File: src/rtl/ramr_pkg.sv
// Package: shared types, constants and codes for the rational arithmetic unit.
package ramr_pkg;

  localparam int OPERAND_WIDTH = 32;
  localparam int MAG_W = 64;

  localparam logic [1:0] OP_NORM = 2'd0;
  localparam logic [1:0] OP_ADD  = 2'd1;
  localparam logic [1:0] OP_MUL  = 2'd2;

  // Raw fraction handed from the front end to the reduction engine.
  typedef struct packed {
    logic             zero_den;
    logic             num_neg;
    logic [MAG_W-1:0] num_mag;
    logic             den_neg;
    logic [MAG_W-1:0] den_mag;
  } raw_frac_t;

endpackage

File: src/rtl/ramr_if.sv


interface ramr_raw_if;
  import ramr_pkg::*;
  logic      valid;
  logic      ready;
  raw_frac_t frac;
  modport source (output valid, frac, input ready);
  modport sink (input valid, frac, output ready);
endinterface

File: src/rtl/ramr_queue.sv
// Two-entry queue between the front end and the reduction engine.
module ramr_queue import ramr_pkg::*; (
  input  logic       clk,
  input  logic       rst_n,
  ramr_raw_if.sink   enq,
  ramr_raw_if.source deq
);

  raw_frac_t   mem_r [2];
  logic        wp_r, rp_r;
  logic [1:0]  cnt_r;
  logic        push, pop;

  assign enq.ready = (cnt_r != 2'd2);
  assign deq.valid = (cnt_r != 2'd0);
  assign deq.frac  = mem_r[rp_r];
  assign push = enq.valid && enq.ready;
  assign pop  = deq.valid && deq.ready;

  always_ff @(posedge clk) begin
    if (push) mem_r[wp_r] <= enq.frac;
  end

  // Advance pointers and count.
  always_ff @(posedge clk) begin
    if (!rst_n) begin
      wp_r <= 1'b0; rp_r <= 1'b0; cnt_r <= 2'd0;
    end else begin
      if (push) wp_r <= ~wp_r;
      if (pop)  rp_r <= ~rp_r;
      cnt_r <= cnt_r + {1'b0, push} - {1'b0, pop};
    end
  end

endmodule

File: src/flat_wrapper.sv
// flat-port wrapper written by rule: the top's interface ports become plain ports
module ramr_queue_flat import ramr_pkg::*;
  (clk, rst_n, enq_valid, enq_frac, enq_ready, deq_valid, deq_frac, deq_ready);
  ramr_raw_if enq_i ();
  ramr_raw_if deq_i ();
  input  logic clk;
  input  logic rst_n;
  input wire logic [$bits(enq_i.valid)-1:0] enq_valid;
  input wire logic [$bits(enq_i.frac)-1:0] enq_frac;
  output wire logic [$bits(enq_i.ready)-1:0] enq_ready;
  output wire logic [$bits(deq_i.valid)-1:0] deq_valid;
  output wire logic [$bits(deq_i.frac)-1:0] deq_frac;
  input wire logic [$bits(deq_i.ready)-1:0] deq_ready;
  assign enq_i.valid = enq_valid;
  assign enq_i.frac = enq_frac;
  assign enq_ready = enq_i.ready;
  assign deq_valid = deq_i.valid;
  assign deq_frac = deq_i.frac;
  assign deq_i.ready = deq_ready;
  ramr_queue u_core (.clk(clk), .rst_n(rst_n), .enq(enq_i), .deq(deq_i));
endmodule
File: config.mk
export PLATFORM = sky130hd
export DESIGN_NAME = ramr_queue_flat
export DESIGN_NICKNAME = d
export VERILOG_FILES = /design/src/rtl/ramr_pkg.sv /design/src/rtl/ramr_if.sv /design/src/rtl/ramr_queue.sv /design/src/flat_wrapper.sv
export SDC_FILE = /design/constraint.sdc
export NUM_CORES = 1
export LEC_CHECK = 0
export BUFFER_PORTS_ARGS = -buffer_cell sky130_fd_sc_hd__buf_2
export CORE_AREA = 2 2 162 132
export DETAILED_ROUTE_END_ITERATION = 10
export DIE_AREA = 0 0 164 134
export GPL_TIMING_DRIVEN = 0
export PLACE_DENSITY = 0.76
export SYNTH_ARGS = -nofsm -noshare
export SYNTH_HDL_FRONTEND = slang
export SYNTH_SLANG_ARGS = --single-unit
File: constraint.sdc
create_clock -name clk -period 12.8 [get_ports clk]
set_input_delay 0.64 -clock clk [delete_from_list [all_inputs] [get_ports clk]]
set_output_delay 0.64 -clock clk [all_outputs]
set_load 0.03 [all_outputs]
* After elaboration in Yosys (flattened, before gate mapping)
Memories as Yosys holds them, arrays and structs flattened. A register that Yosys moved wholly into a read port is not among the register bits.
Index checks and enable logic that the tools add are counted.
** Word-level totals
- RAM bits :: 262
- Output and inout bits :: 133
- Input bits :: 135
- Memories kept :: 1
- Register bits :: 4
- Logic and storage cells :: 16
** Cells by class
- Mux-type cells :: 4
- Add/subtract/negate cells :: 2
- Bitwise operators :: 2
- Equality and inequality tests :: 1
- Reductions and logical operators :: 3
** Memories
- u_core.mem_r :: depth 2, bits a word 131, read ports 1, clocked after memory_dff 1, write ports 1, line ramr_queue.sv:9 : raw_frac_t mem_r [2];
** Operators with widths (count)
- 1-bit two-way mux :: 4
- 2-bit by 1-bit adder with 2-bit output :: 1
- 1-bit logical AND :: 2
- 2-bit inequality test, second input constant :: 1
- 1-bit NOT :: 2
- 2-bit nonzero test :: 1
- 2-bit by 1-bit subtractor with 2-bit output :: 1

* Logic depth before layout (Yosys ltp)
- Depth after elaboration :: 4
- Depth in mapped cells :: 7
- Gate-level depth less buffers :: 7

* Worst setup path after synthesis
No wires, ideal clock.
- Path type :: register to register
- Start :: register u_core.cnt_r[0]
- End :: memory u_core.mem_r[0][0] (netlist name) (enable)
- Setup time :: 0.638 ns
- Required time :: 12.162 ns
- Cell stages (with the launch flop) :: 4
- Path buffers :: 0
- Arrival time :: 6.666 ns
- Period minus slack after synthesis :: 7.304 ns
- Path slack :: 5.496 ns
- Cell sequence :: dfxtp_1 nand2b_1 and2_1 nor2b_1
** On the way
- Cells in the longest elaborated chain, start to end :: 4
** Ends and longest elaborated chain
- start: declaration :: line ramr_queue.sv:11 : logic [1:0] cnt_r;
- start signal: assignment :: line ramr_queue.sv:31 : cnt_r <= cnt_r + {1'b0, push} - {1'b0, pop};
- 2-bit inequality test :: line ramr_queue.sv:14 : assign enq.ready = (cnt_r != 2'd2);
- via enq_ready :: line flat_wrapper.sv:10 : output wire logic [$bits(enq_i.ready)-1:0] enq_ready;
- 1-bit logical AND :: line ramr_queue.sv:17 : assign push = enq.valid && enq.ready;
- via u_core.push :: line ramr_queue.sv:12 : logic push, pop;
- 1-bit two-way mux :: line ramr_queue.sv:21 : if (push) mem_r[wp_r] <= enq.frac;
- 1-bit two-way mux (not written as such) :: line ramr_queue.sv:21
- end: declaration :: line ramr_queue.sv:9
The timed path passes the listed nets, and every way through them passes these cells.

==> summary.md <==
| Metric | Value |
|---|---|
| DRT iter0 DRCs | 234 |
| CP max FO | 10 |
| RSZ-0062 raised after global routing | false |
| Post-Synthesis Cells | 435 |
| First-pass GRT wire length | 27700 um |
| Mean Syn Cell Area | 23.1 um^2 |
| Reg2Reg Setup Slack | 10.66 ns |
| Total grt overflow | 0 |
| Number of global-route vias before repair | 5434 |
| DR vias/cell | 4.97 |
| Worst Tran Pin Value | 0.931 ns |
| DRT antenna net count | 0 |
| Distinct cells, synth | 22 |
| Internal | 1.89 mW |
| Clk_lat worst skew | 0.52 ns |
| Fin. Hold Viols | 0 |
| CP Capture Type | output pin |
| Io pins | 268 |
| CORE AREA | 20400 um^2 |
| Chip width | 164 um |
| Total iterations of the first detailed-routing run | 4 |
| Ant. Diodes | 0 |
| CP cell instances | buf_6 -> buf_8 -> buf_6 -> mux2_4 -> buf_2 |
| Cell total after placement | 976 |
| Highest clock rate | 401 MHz |
| CTS buffer count | 26 |
| Starting Density | 0.493 |
| Per-cell routed wire length | 18.1 um |
| Clk sinks | 267 |
| Reg2reg path depth | 5 |
| Period minus WS final | 2.49 ns |
| Critical path launch point type | flip-flop |
| Sequential power share | 0.409 |
| Register area share after synthesis | 0.791 |
| Die area | 22000 um^2 |
| Outcome | finished clean |
| P&R area growth vs syn | 25.9% |
| Part of the cycle the worst path needs | 0.195 |
| YS warnings | 0 |
| Slew margin rel. | 0.380 |
| Placer congestion estimate | 0.732 |
| Fin Clk Skew | 0.0106 ns |
| PostCTS Resize Cnt | 0 |
| Worst Setup Path Type | flip-flop to output pin |
| Most used cell, CP | buf_6 |
| HP Start | enq_frac[48] |
| Final WL | 18500 um |
| Buf+Inv Stages, Crit Path | 4 |
| Worst min path class | input port to flip-flop |
| Total number of vias | 5084 |
| Fill count | 1448 |
| R2r endpoint | u_core.mem_r[0][129] |
| Crit-path max cell delay | 0.32 ns |
| Crit path required time | 12.16 ns |
| Row count | 47 |
| Crit path max-delay family | buffers and inverters |
| Sw Share | 0.319 |
| Antenna violations before repair | 1 |
| Final Non-Filler Cells | 1022 |
| Max VDD drop | 147 uV |
| Hold_buf cts | 0 |
| Hold EP | u_core.mem_r[0][48] |
| Half-perimeter wire length after placement | 13000 um |
| Pwr/cell area | 219 nW/um^2 |
| Post-CTS Setup Bufs | 0 |
| Post-synthesis register bit count | 267 |
| Leakage | 4.94 nW |
| Total GRT Usage | 0.163 |
| # DRC | 0 |
| Root Buffer | clkbuf_16 |
| Mapped Area | 10100 um^2 |
| Sw Pwr | 888 uW |
| Arr. time, crit path | 1.85 ns |
| CTS tree | yes |
| Hold path depth | 1 |
| Endpoints failing setup | 0 |
| # H-tree levels | 1 |
| Syn Nets | 572 |
| Port-buffer cells | 267 |
| Clock power share | 0.259 |
| RR Startpoint | u_core.cnt_r[0] |
| Die height | 134 um |
| Slowest CP cell | dfxtp_1 |
| Setup Total Neg Slack | 0 ns |
| Clock buffer depth | 3 |
| Reg clk slew, reported paths | 0.06 ns |
| Largest net degree at the start of global routing | 69 |
| Max Cap Viol | 0 |
| Number of nets in the layout | 872 |
| Share of cells above drive strength 1 | 0.604 |
| Post-route setup slack | 10.31 ns |
| Combinational power share | 0.332 |
| Dpl ws | 10.44 ns |
| Max-slew violations | 0 |
-- power groups by stage --
stage                     Sequential (mW)  Clock, mW  Combinational [mW]
after CTS                            1.14      0.738               0.937
final                                1.14      0.719               0.924
after detailed placement             1.16          0               0.935
after global placement               1.18          0               0.900
after floorplan                      1.17          0               0.690
after global routing                 1.15      0.770               0.977
-- state kept, by name, summed over array words and instances (netlist names), named ones only --
signal        count
u_core.wp_r       1
u_core.rp_r       1
u_core.cnt_r      2
u_core.mem_r    262
-- Yosys cell counts --
library cell | number | area share
ha_1 | 2 | 0.0025
nand4b_1 | 1 | 0.00087
nor2_1 | 3 | 0.0011
nor2b_1 | 1 | 0.00062
and2_1 | 3 | 0.0019
edfxtp_1 | 262 | 0.78
buf_8 | 1 | 0.0015
xor2_1 | 1 | 0.00087
o21ai_0 | 1 | 0.00050
buf_6 | 10 | 0.011
nand2b_1 | 1 | 0.00062
inv_1 | 3 | 0.0011
mux2_2 | 41 | 0.046
nor3_1 | 1 | 0.00050
xnor2_1 | 1 | 0.00087
dfxtp_1 | 5 | 0.0099
o21a_1 | 1 | 0.00075
buf_2 | 4 | 0.0020
or2_2 | 1 | 0.00062
mux2_4 | 90 | 0.13
and3_1 | 1 | 0.00062
nand2_1 | 1 | 0.00037
-- cells in the final DEF, fill, tap and decap left out, drive strengths merged, types with 2 or more instances in the layout --
cell type  instances
and2               3
mux2             131
bufinv             2
inv                3
ha                 2
edfxtp           262
buf              287
clkinv            10
nor2               3
clkbuf            33
dfxtp              5
-- per-layer routing --
| metal | GRT usage | wire (um) |
|---|---|---|
| met5 | 0 | 13 |
| met4 | 0.0463 | 425 |
| met3 | 0.0544 | 1760 |
| met2 | 0.279 | 9000 |
| met1 | 0.197 | 7340 |
-- stage by stage --
stage	utilization	area [um^2]	hold WS (ns)	total power, mW
floorplan	-	10100	0.453	1.86
finish	0.621	12700	0.309	2.78
global placement	0.575	11700	0.467	2.08
global route	0.621	12700	0.289	2.90
detailed placement	0.582	11900	0.499	2.09
CTS	0.621	12700	0.283	2.81
-- cell families (layout without fill, tap and decap cells) --
kind of cell             count (synthesis)  count (layout)  synth area share
XOR/XNOR                                 2               2           0.00174
adder cells (fa/ha/maj)                  2               2           0.00249
multiplexers                           131             131             0.180
flip-flops                             267             267             0.791
AO/OA/AOI/OAI                            2               2           0.00124
AND/OR/NAND/NOR                         13              13           0.00721
buffers and inverters                   18             336            0.0158
-- final cells by class --
class	count	area, um^2	share of cell area
clock inverter	13	110	0.00869
timing repair buffer	272	1450	0.114
sequential	267	7970	0.629
multi-input combinational	150	1950	0.154
buffer	15	148	0.0116
tap	269	337	0.0266
inverter	3	11.3	0.000888
clock buffer	33	698	0.0551
-- worst max path at each step --
stage | from | end | slack, ns | cells after the start
2_1_floorplan | u_core.cnt_r[0] | u_core.mem_r[0][0] | 5.50 | 3
3_3_place_gp | enq_valid | u_core.mem_r[0][129] | 3.02 | 3
3_5_place_dp | enq_valid | u_core.mem_r[1][125] | 10.44 | 3
4_1_cts | flip-flop | deq_frac[53] | 10.25 | 5
5_1_grt | flip-flop | deq_frac[51] | 10.23 | 5
6_report | flip-flop | deq_frac[102] | 10.31 | 5
No activity file was read; power rests on OpenSTA's default activity.
