===== config.mk =====
export PLATFORM = sky130hd
export DESIGN_NAME = ramr_front_flat
export DESIGN_NICKNAME = d
export VERILOG_FILES = /design/src/rtl/ramr_pkg.sv /design/src/rtl/ramr_if.sv /design/src/rtl/ramr_front.sv /design/src/flat_wrapper.sv
export SDC_FILE = /design/constraint.sdc
export NUM_CORES = 2
export LEC_CHECK = 0
export ABC_AREA = 1
export BUFFER_PORTS_ARGS = -buffer_cell sky130_fd_sc_hd__buf_2
export CAP_MARGIN = 30
export CORE_ASPECT_RATIO = 1.4
export CORE_MARGIN = 2
export CORE_UTILIZATION = 40
export DETAILED_ROUTE_END_ITERATION = 10
export GPL_TIMING_DRIVEN = 0
export MAX_ROUTING_LAYER = met4
export PLACE_DENSITY_LB_ADDON = 0.3
export SLEW_MARGIN = 20
export SYNTH_ARGS = -nofsm -noshare
export SYNTH_HDL_FRONTEND = slang
export SYNTH_SLANG_ARGS = --single-unit

===== constraint.sdc =====
create_clock -name clk -period 25.6 [get_ports clk]
set_input_delay 5.12 -clock clk [delete_from_list [all_inputs] [get_ports clk]]
set_output_delay 5.12 -clock clk [all_outputs]
set_load 0.1 [all_outputs]

===== src/rtl/ramr_pkg.sv =====
// Package: shared types, constants and codes for the rational arithmetic unit.
package ramr_pkg;

  localparam int OPERAND_WIDTH = 32;
  localparam int MAG_W = 64;

  localparam logic [1:0] OP_NORM = 2'd0;
  localparam logic [1:0] OP_ADD  = 2'd1;
  localparam logic [1:0] OP_MUL  = 2'd2;

  // Raw fraction handed from the front end to the reduction engine.
  typedef struct packed {
    logic             zero_den;
    logic             num_neg;
    logic [MAG_W-1:0] num_mag;
    logic             den_neg;
    logic [MAG_W-1:0] den_mag;
  } raw_frac_t;

endpackage


===== src/rtl/ramr_if.sv =====
// Interfaces: request and result channels with valid/ready handshake.
interface ramr_req_if;
  logic        valid;
  logic        ready;
  logic [1:0]  req_type;
  logic [31:0] a_num;
  logic [31:0] a_den;
  logic [31:0] b_num;
  logic [31:0] b_den;
  modport source (output valid, req_type, a_num, a_den, b_num, b_den, input ready);
  modport sink (input valid, req_type, a_num, a_den, b_num, b_den, output ready);
endinterface


interface ramr_raw_if;
  import ramr_pkg::*;
  logic      valid;
  logic      ready;
  raw_frac_t frac;
  modport source (output valid, frac, input ready);
  modport sink (input valid, frac, output ready);
endinterface


===== src/rtl/ramr_front.sv =====
// Front end: take operands, cross-multiply in states M1, M2 and M3, form raw fraction.
module ramr_front import ramr_pkg::*; (
  input  logic      clk,
  input  logic      rst_n,
  ramr_req_if.sink  req,
  ramr_raw_if.source raw
);

  localparam logic [2:0] S_IDLE = 3'd0;
  localparam logic [2:0] S_M1   = 3'd1;
  localparam logic [2:0] S_M2   = 3'd2;
  localparam logic [2:0] S_M3   = 3'd3;
  localparam logic [2:0] S_SUM  = 3'd4;
  localparam logic [2:0] S_OUT  = 3'd5;

  logic [2:0]  state_r, state_nxt;
  logic [1:0]  op_r;
  logic        an_s_r, ad_s_r, bn_s_r, bd_s_r;
  logic [31:0] an_m_r, ad_m_r, bn_m_r, bd_m_r;
  logic        p1_s_r, p2_s_r, pd_s_r;
  logic [63:0] p1_r, p2_r, pd_r;
  raw_frac_t   frac_r;

  // Take the sign at the operand width, return sign and magnitude.
  function automatic logic [32:0] take_op(input logic [31:0] raw_v);
    logic [OPERAND_WIDTH-1:0] v;
    logic [OPERAND_WIDTH-1:0] m;
    logic                     s;
    v = raw_v[OPERAND_WIDTH-1:0];
    s = v[OPERAND_WIDTH-1];
    m = s ? (~v + 1'b1) : v;
    return {s, {(32-OPERAND_WIDTH){1'b0}}, m};
  endfunction

  logic [32:0] an_t, ad_t, bn_t, bd_t;
  assign an_t = take_op(req.a_num);
  assign ad_t = take_op(req.a_den);
  assign bn_t = take_op(req.b_num);
  assign bd_t = take_op(req.b_den);

  assign req.ready = (state_r == S_IDLE);
  assign raw.valid = (state_r == S_OUT);
  assign raw.frac  = frac_r;

  // One 32x32 multiply per cycle.
  logic [31:0] mx, my;
  logic [63:0] mp;
  always_comb begin
    unique case (state_r)
      S_M1:    begin mx = an_m_r; my = (op_r == OP_ADD) ? bd_m_r : bn_m_r; end
      S_M2:    begin mx = bn_m_r; my = ad_m_r; end
      default: begin mx = ad_m_r; my = bd_m_r; end
    endcase
  end
  assign mp = {32'd0, mx} * {32'd0, my};

  // Signed add of the two cross products.
  logic        sum_s;
  logic [63:0] sum_m;
  always_comb begin
    if (p1_s_r == p2_s_r) begin
      sum_s = p1_s_r; sum_m = p1_r + p2_r;
    end else if (p1_r >= p2_r) begin
      sum_s = p1_s_r; sum_m = p1_r - p2_r;
    end else begin
      sum_s = p2_s_r; sum_m = p2_r - p1_r;
    end
    if (sum_m == 64'd0) sum_s = 1'b0;
  end

  always_comb begin
    state_nxt = state_r;
    unique case (state_r)
      S_IDLE: if (req.valid) state_nxt = S_M1;
      S_M1:   state_nxt = S_M2;
      S_M2:   state_nxt = S_M3;
      S_M3:   state_nxt = S_SUM;
      S_SUM:  state_nxt = S_OUT;
      S_OUT:  if (raw.ready) state_nxt = S_IDLE;
      default: state_nxt = S_IDLE;
    endcase
  end

  always_ff @(posedge clk) begin
    if (!rst_n) state_r <= S_IDLE;
    else        state_r <= state_nxt;
  end

  // Capture operands, then advance products and build the raw fraction.
  always_ff @(posedge clk) begin
    unique case (state_r)
      S_IDLE: if (req.valid) begin
        op_r <= req.req_type;
        {an_s_r, an_m_r} <= an_t;
        {ad_s_r, ad_m_r} <= ad_t;
        {bn_s_r, bn_m_r} <= bn_t;
        {bd_s_r, bd_m_r} <= bd_t;
      end
      S_M1: begin
        p1_r   <= mp;
        p1_s_r <= (an_s_r != ((op_r == OP_ADD) ? bd_s_r : bn_s_r)) && (mp != 64'd0);
      end
      S_M2: begin
        p2_r   <= mp;
        p2_s_r <= (bn_s_r != ad_s_r) && (mp != 64'd0);
      end
      S_M3: begin
        pd_r   <= mp;
        pd_s_r <= (ad_s_r != bd_s_r) && (mp != 64'd0);
      end
      S_SUM: begin
        unique case (op_r)
          OP_ADD: begin
            frac_r.num_neg <= sum_s;  frac_r.num_mag <= sum_m;
            frac_r.den_neg <= pd_s_r; frac_r.den_mag <= pd_r;
          end
          OP_MUL: begin
            frac_r.num_neg <= p1_s_r; frac_r.num_mag <= p1_r;
            frac_r.den_neg <= pd_s_r; frac_r.den_mag <= pd_r;
          end
          default: begin
            frac_r.num_neg <= an_s_r; frac_r.num_mag <= {32'd0, an_m_r};
            frac_r.den_neg <= ad_s_r; frac_r.den_mag <= {32'd0, ad_m_r};
          end
        endcase
        frac_r.zero_den <= ((op_r == OP_ADD) || (op_r == OP_MUL)) ?
                           (pd_r == 64'd0) : (ad_m_r == 32'd0);
      end
      default: ;
    endcase
  end

endmodule


===== src/flat_wrapper.sv =====
// flat-port wrapper written by rule: the top's interface ports become plain ports
module ramr_front_flat import ramr_pkg::*;
  (clk, rst_n, req_valid, req_req_type, req_a_num, req_a_den, req_b_num, req_b_den, req_ready, raw_valid, raw_frac, raw_ready);
  ramr_req_if req_i ();
  ramr_raw_if raw_i ();
  input  logic clk;
  input  logic rst_n;
  input wire logic [$bits(req_i.valid)-1:0] req_valid;
  input wire logic [$bits(req_i.req_type)-1:0] req_req_type;
  input wire logic [$bits(req_i.a_num)-1:0] req_a_num;
  input wire logic [$bits(req_i.a_den)-1:0] req_a_den;
  input wire logic [$bits(req_i.b_num)-1:0] req_b_num;
  input wire logic [$bits(req_i.b_den)-1:0] req_b_den;
  output wire logic [$bits(req_i.ready)-1:0] req_ready;
  output wire logic [$bits(raw_i.valid)-1:0] raw_valid;
  output wire logic [$bits(raw_i.frac)-1:0] raw_frac;
  input wire logic [$bits(raw_i.ready)-1:0] raw_ready;
  assign req_i.valid = req_valid;
  assign req_i.req_type = req_req_type;
  assign req_i.a_num = req_a_num;
  assign req_i.a_den = req_a_den;
  assign req_i.b_num = req_b_num;
  assign req_i.b_den = req_b_den;
  assign req_ready = req_i.ready;
  assign raw_valid = raw_i.valid;
  assign raw_frac = raw_i.frac;
  assign raw_i.ready = raw_ready;
  ramr_front u_core (.clk(clk), .rst_n(rst_n), .req(req_i), .raw(raw_i));
endmodule

; ---- After elaboration in Yosys (flattened, before gate mapping)
; Cells that the tools add are included.
[word_totals]
ff_bits = 463
inputBits = 134
elab_cells = 80
[classes]
n_addsub = 7
mul = 1
n_lt_le_gt_ge = 1
n_eq_ne = 13
n_mux = 18
bitwise = 4
reduce_logical = 11
[ops]
columns = cell, count
row1 = $pmux W130 S2, 1
row2 = $add A32 B1 Y32 const B, 4
row3 = $logic_not A64 Y1, 2
row4 = $mux W64, 2
row5 = $not A32 Y32, 4
row6 = $pmux W32 S2, 2
row7 = $sub A64 B64 Y64, 2
row8 = $mux W31, 4
row9 = $add A64 B64 Y64, 1
row10 = $ge A64 B64 Y1, 1
row11 = $mul A32 B32 Y64, 1
row12 = $reduce_bool A64 Y1, 1
row13 = $logic_not A32 Y1, 1
row14 = $mux W32, 1
row15 = $pmux W3 S6, 1
row16 = $eq A3 B2 Y1 const B, 2
row17 = $eq A3 B3 Y1 const B, 2
row18 = $mux W3, 2
row19 = $mux W1, 5
row20 = $reduce_and A2 Y1, 2
row21 = $eq A3 B1 Y1 const B, 1
row22 = $logic_and A1 B1 Y1, 3
row23 = $logic_not A3 Y1, 1
row24 = $ne A1 B1 Y1, 3
row25 = 6 further kinds, 6

; ---- Depth between registers and ports, before layout
[logic_depth]
ltp_word = 6
depth_mapped = 47
mapped_depth_nobuf = 45

; ---- Worst setup path after synthesis
; OpenSTA, ideal clock, no wires.
[synth_path]
path_kind = input port to flip-flop
startpoint = input port req_valid
endpoint = register u_core.ad_m_r[0] (enable)
setup_time_ns = 0.791
t_arrival_ns = 14.154
t_required_ns = 24.809
path_slack_ns = 10.655
cell_stages = 2
cell_sequence = inv_1 -> nor3_1
[synth_via]
elab_chain_cells = 1
[synth_lines]
columns = item, line
row1 = from (decl), flat_wrapper.sv:8  ; input wire logic [$bits(req_i.valid)-1:0] req_valid;
row2 = $reduce_and A2 Y1 (no line), n/a
row3 = to (signal assigned), ramr_front.sv:95  ; {ad_s_r, ad_m_r} <= ad_t;
row4 = to (decl), ramr_front.sv:19  ; logic [31:0] an_m_r, ad_m_r, bn_m_r, bd_m_r;
; Every way passes these cells.
; A chain may end at the register's enable or synchronous reset.

; ---- Worst setup path after layout
[layout_path]
startpoint = register u_core.op_r[1]
endpoint = register u_core.pd_s_r (data pin)
[layout_via]
elab_chain_cells = 6
[layout_lines]
columns = item, line
row1 = from (decl), ramr_front.sv:17  ; logic [1:0] op_r;
row2 = from (signal assigned), ramr_front.sv:93  ; op_r <= req.req_type;
row3 = $eq A2 B1 Y1, ramr_front.sv:50  ; S_M1: begin mx = an_m_r; my = (op_r == OP_ADD) ? bd_m_r : bn_m_r; end
row4 = $mux W32, ramr_front.sv:50
row5 = $pmux W32 S2, ramr_front.sv:49  ; unique case (state_r)
row6 = $mul A32 B32 Y64, ramr_front.sv:55  ; assign mp = {32'd0, mx} * {32'd0, my};
row7 = $reduce_bool A64 Y1, ramr_front.sv:109  ; pd_s_r <= (ad_s_r != bd_s_r) && (mp != 64'd0);
row8 = $logic_and A1 B1 Y1, ramr_front.sv:109
row9 = to (signal assigned), ramr_front.sv:109
row10 = to (decl), ramr_front.sv:20  ; logic p1_s_r, p2_s_r, pd_s_r;
; Every way passes these cells.

==> impl_metrics.toml <==
[status]
outcome = "completed"

[cts]
cts_tree = "done"
clockBufferDepth = 3
postCtsHoldBufs = 0
clock_latency_ns = 0.74
path_clk_slew_ns = 0.07
cts.sinks = 463
cts-root-buf = "clkbuf_16"
htreeDepth = 2
cts_post_setup_buffers_inserted = 0
numCtsBuffers = 52
cts_resized = 0

[logic_synthesis]
synth_cell_types = 57
yosys_warnings = 0
syn_avg_cell_area_um2 = 7.417
ys_ff_latch = 463
synth_ff_type = "edfxtp_1"
synth_edf_count = 460
synth_top_area_share_pct = 25.46
synth_area_um2 = 70680
seq_area_frac_synth_pct = 19.63
post-synth-top-count-cell = "nand2_1"
synth_top_cell_by_area = "fa_1"
synth_area_leaders = "fa_1 25%, edfxtp_1 20%, nand2_1 13%"
syn_nets = 11020
synthCells = 9530
synth-async-reset-ratio_pct = 0
ys_top_cells_by_count = "2365 x nand2_1, 2086 x inv_1, 1166 x nor2_1, 899 x fa_1, 460 x edfxtp_1"

[worst_hold_path]
hp-class = "register to register"

[global_route]
overflow = 0
grt_pass1_vias = 69100
track_usage_pct = 41.38
grt_pass1_wl_mm = 502.8
antenna_found_initial = 40
grt_max_degree = 29

[setup_path]
slowest_stage = "clkbuf_1"
path_delay_family = "adder cells"
critPathMaxFanout = 10
timing.critical_path.buf_inv = 13
critPathKind = "register to register"
cp_data_required_time_ns = 26.02
start_kind = "register"
end_kind = "register"
slowest_delay_ns = 0.80
cp_data_arrival_time_ns = 13.94

[sta]
final_hold_viol_count = 0
timing.final.crit_share_pct = 52.81
fin_ws_ns = 12.08
post-route-min-period_ns = 13.52
drv_slew = 0
fin_tns_setup_ns = 0
slew_headroom_pct = 26.67
clock.fmax_mhz = 73.97
tightestPinTransition_ns = 1.100
setup_viol = 0
rsz0062_at_grt = "false"
skew_ns = 0.09030

[placement]
portBuffers = 266
placed_cells = 12190
postPlaceCellArea_um2 = 76370
place.gp.congestion = 1.124
hpwl_mm = 315.1
pre_cts_slack_ns = 12.54

[layout]
final_cell_area_um2 = 78280
final_cells = 12310
area_growth_pct = 10.75
drive_gt1_share_pct = 6.621
nets = 11430
nFillCells = 18340

[floorplan]
floorplan.initialDensity_pct = 40.26
core_um2 = 175600
floorplan.rows = 182
pin_count = 267
die_area_um2 = 180100
die_h_um = 501.4
dieWidth_um = 359.3

[job]
maxCapViolations = 0

[detailed_routing]
ant_nets = 0
vias_per_cell = 5.488
drc = 0
drt_first_pass_iters = 6
wl_per_cell_um = 29.74
vias = 67570
wirelength_mm = 366.1
drtIter0Drc = 6471
[final timing paths]
path | startpoint | end | slack (ns) | cells after the start
setup / recovery | u_core.op_r[1]$_DFFE_PP_ | u_core.pd_s_r$_DFFE_PN_ | 12.08 | 40
hold / removal | u_core.pd_r[62]$_DFFE_PN_ | u_core.raw.frac[62]$_DFFE_PP_ | 0.56 | 2
setup reg to reg | u_core.op_r[1]$_DFFE_PP_ | u_core.pd_s_r$_DFFE_PN_ | 12.08 | 40
hold reg to reg | u_core.pd_r[62]$_DFFE_PN_ | u_core.raw.frac[62]$_DFFE_PP_ | 0.56 | 2
[state kept, by name (all words and copies together), names as in the netlist]
name	cells
u_core.p2_s_r	1
u_core.raw.frac	131
u_core.pd_r	64
u_core.bn_s_r	1
u_core.an_m_r	32
u_core.p1_r	64
u_core.an_s_r	1
u_core.ad_s_r	1
u_core.p1_s_r	1
u_core.bn_m_r	32
u_core.pd_s_r	1
u_core.op_r	2
u_core.state_r	3
u_core.ad_m_r	32
u_core.bd_m_r	32
u_core.p2_r	64
u_core.bd_s_r	1
[layer usage]
metal  vias up  GRT usage (%)  wire (um)
li1      29840              -          -
met5         -              -          0
met4         0          36.32      40600
met1     33290          42.92     125300
met3      1147          6.182      25380
met2      3302          68.79     174900
[stage by stage]
step           hold slack, ns  utilization, %
2_1_floorplan          0.5310               -
3_3_place_gp           0.5439           42.65
3_5_place_dp           0.5493           43.50
4_1_cts                0.5665           44.55
5_1_grt                0.6134           44.58
6_report               0.5616           44.59
[worst register-to-register path, delay by kind of cell (launching register included)]
kind | cells | cell delay [ns]
buffers and inverters | 13 | 2.71
AOI/OAI and AO/OA | 6 | 2.37
xor gates and xnor gates | 1 | 0.23
DFF | 1 | 0.44
and+or+nand+nor | 10 | 2.41
adders and majority gates | 10 | 5.06
[cell families after synthesis]
family / synth area share (%)
and+or+nand+nor: 23.95
DFF: 19.63
buffers and inverters: 13.20
AOI/OAI and AO/OA: 6.798
adders and majority gates: 33.59
xor gates and xnor gates: 2.838
[placed cells by master (no fill, tap or decap), types with 11 or more instances in the layout]
master,n
xor2_1,166
clkbuf_16,52
o21bai_1,33
nand4_1,82
or2_2,11
buf_8,23
clkbuf_1,199
clkbuf_2,12
fa_1,899
ha_1,459
a21oi_1,376
nand3_1,382
xnor2_1,62
buf_6,34
nand2_2,18
buf_2,317
nor2_1,1164
inv_2,21
inv_1,2086
nand2_1,2365
o21ai_0,201
o22ai_1,91
a21oi_2,31
nor3_1,75
a31oi_1,15
buf_4,43
a21o_1,11
clkinv_1,33
diode_2,28
buf_1,17
a22oi_1,32
edfxtp_1,460
nor4_1,44
a21oi_4,11
nor2_4,14
[layout make-up]
cell class	instances	area (um2)	share of cell area [%]
inverters	2135	8014	10.24
flip-flops and latches	463	13870	17.72
repair buffers	356	2540	3.245
clock inverters	40	501.7	0.6409
plain buffers	301	1334	1.704
clock buffers	58	1344	1.717
well taps	2300	2878	3.676
multi-input cells	6631	47730	60.97
diodes	28	70.07	0.08951
Power is not shown: default switching activity piles up to over one toggle a cycle in this logic, so the estimate is an artifact.
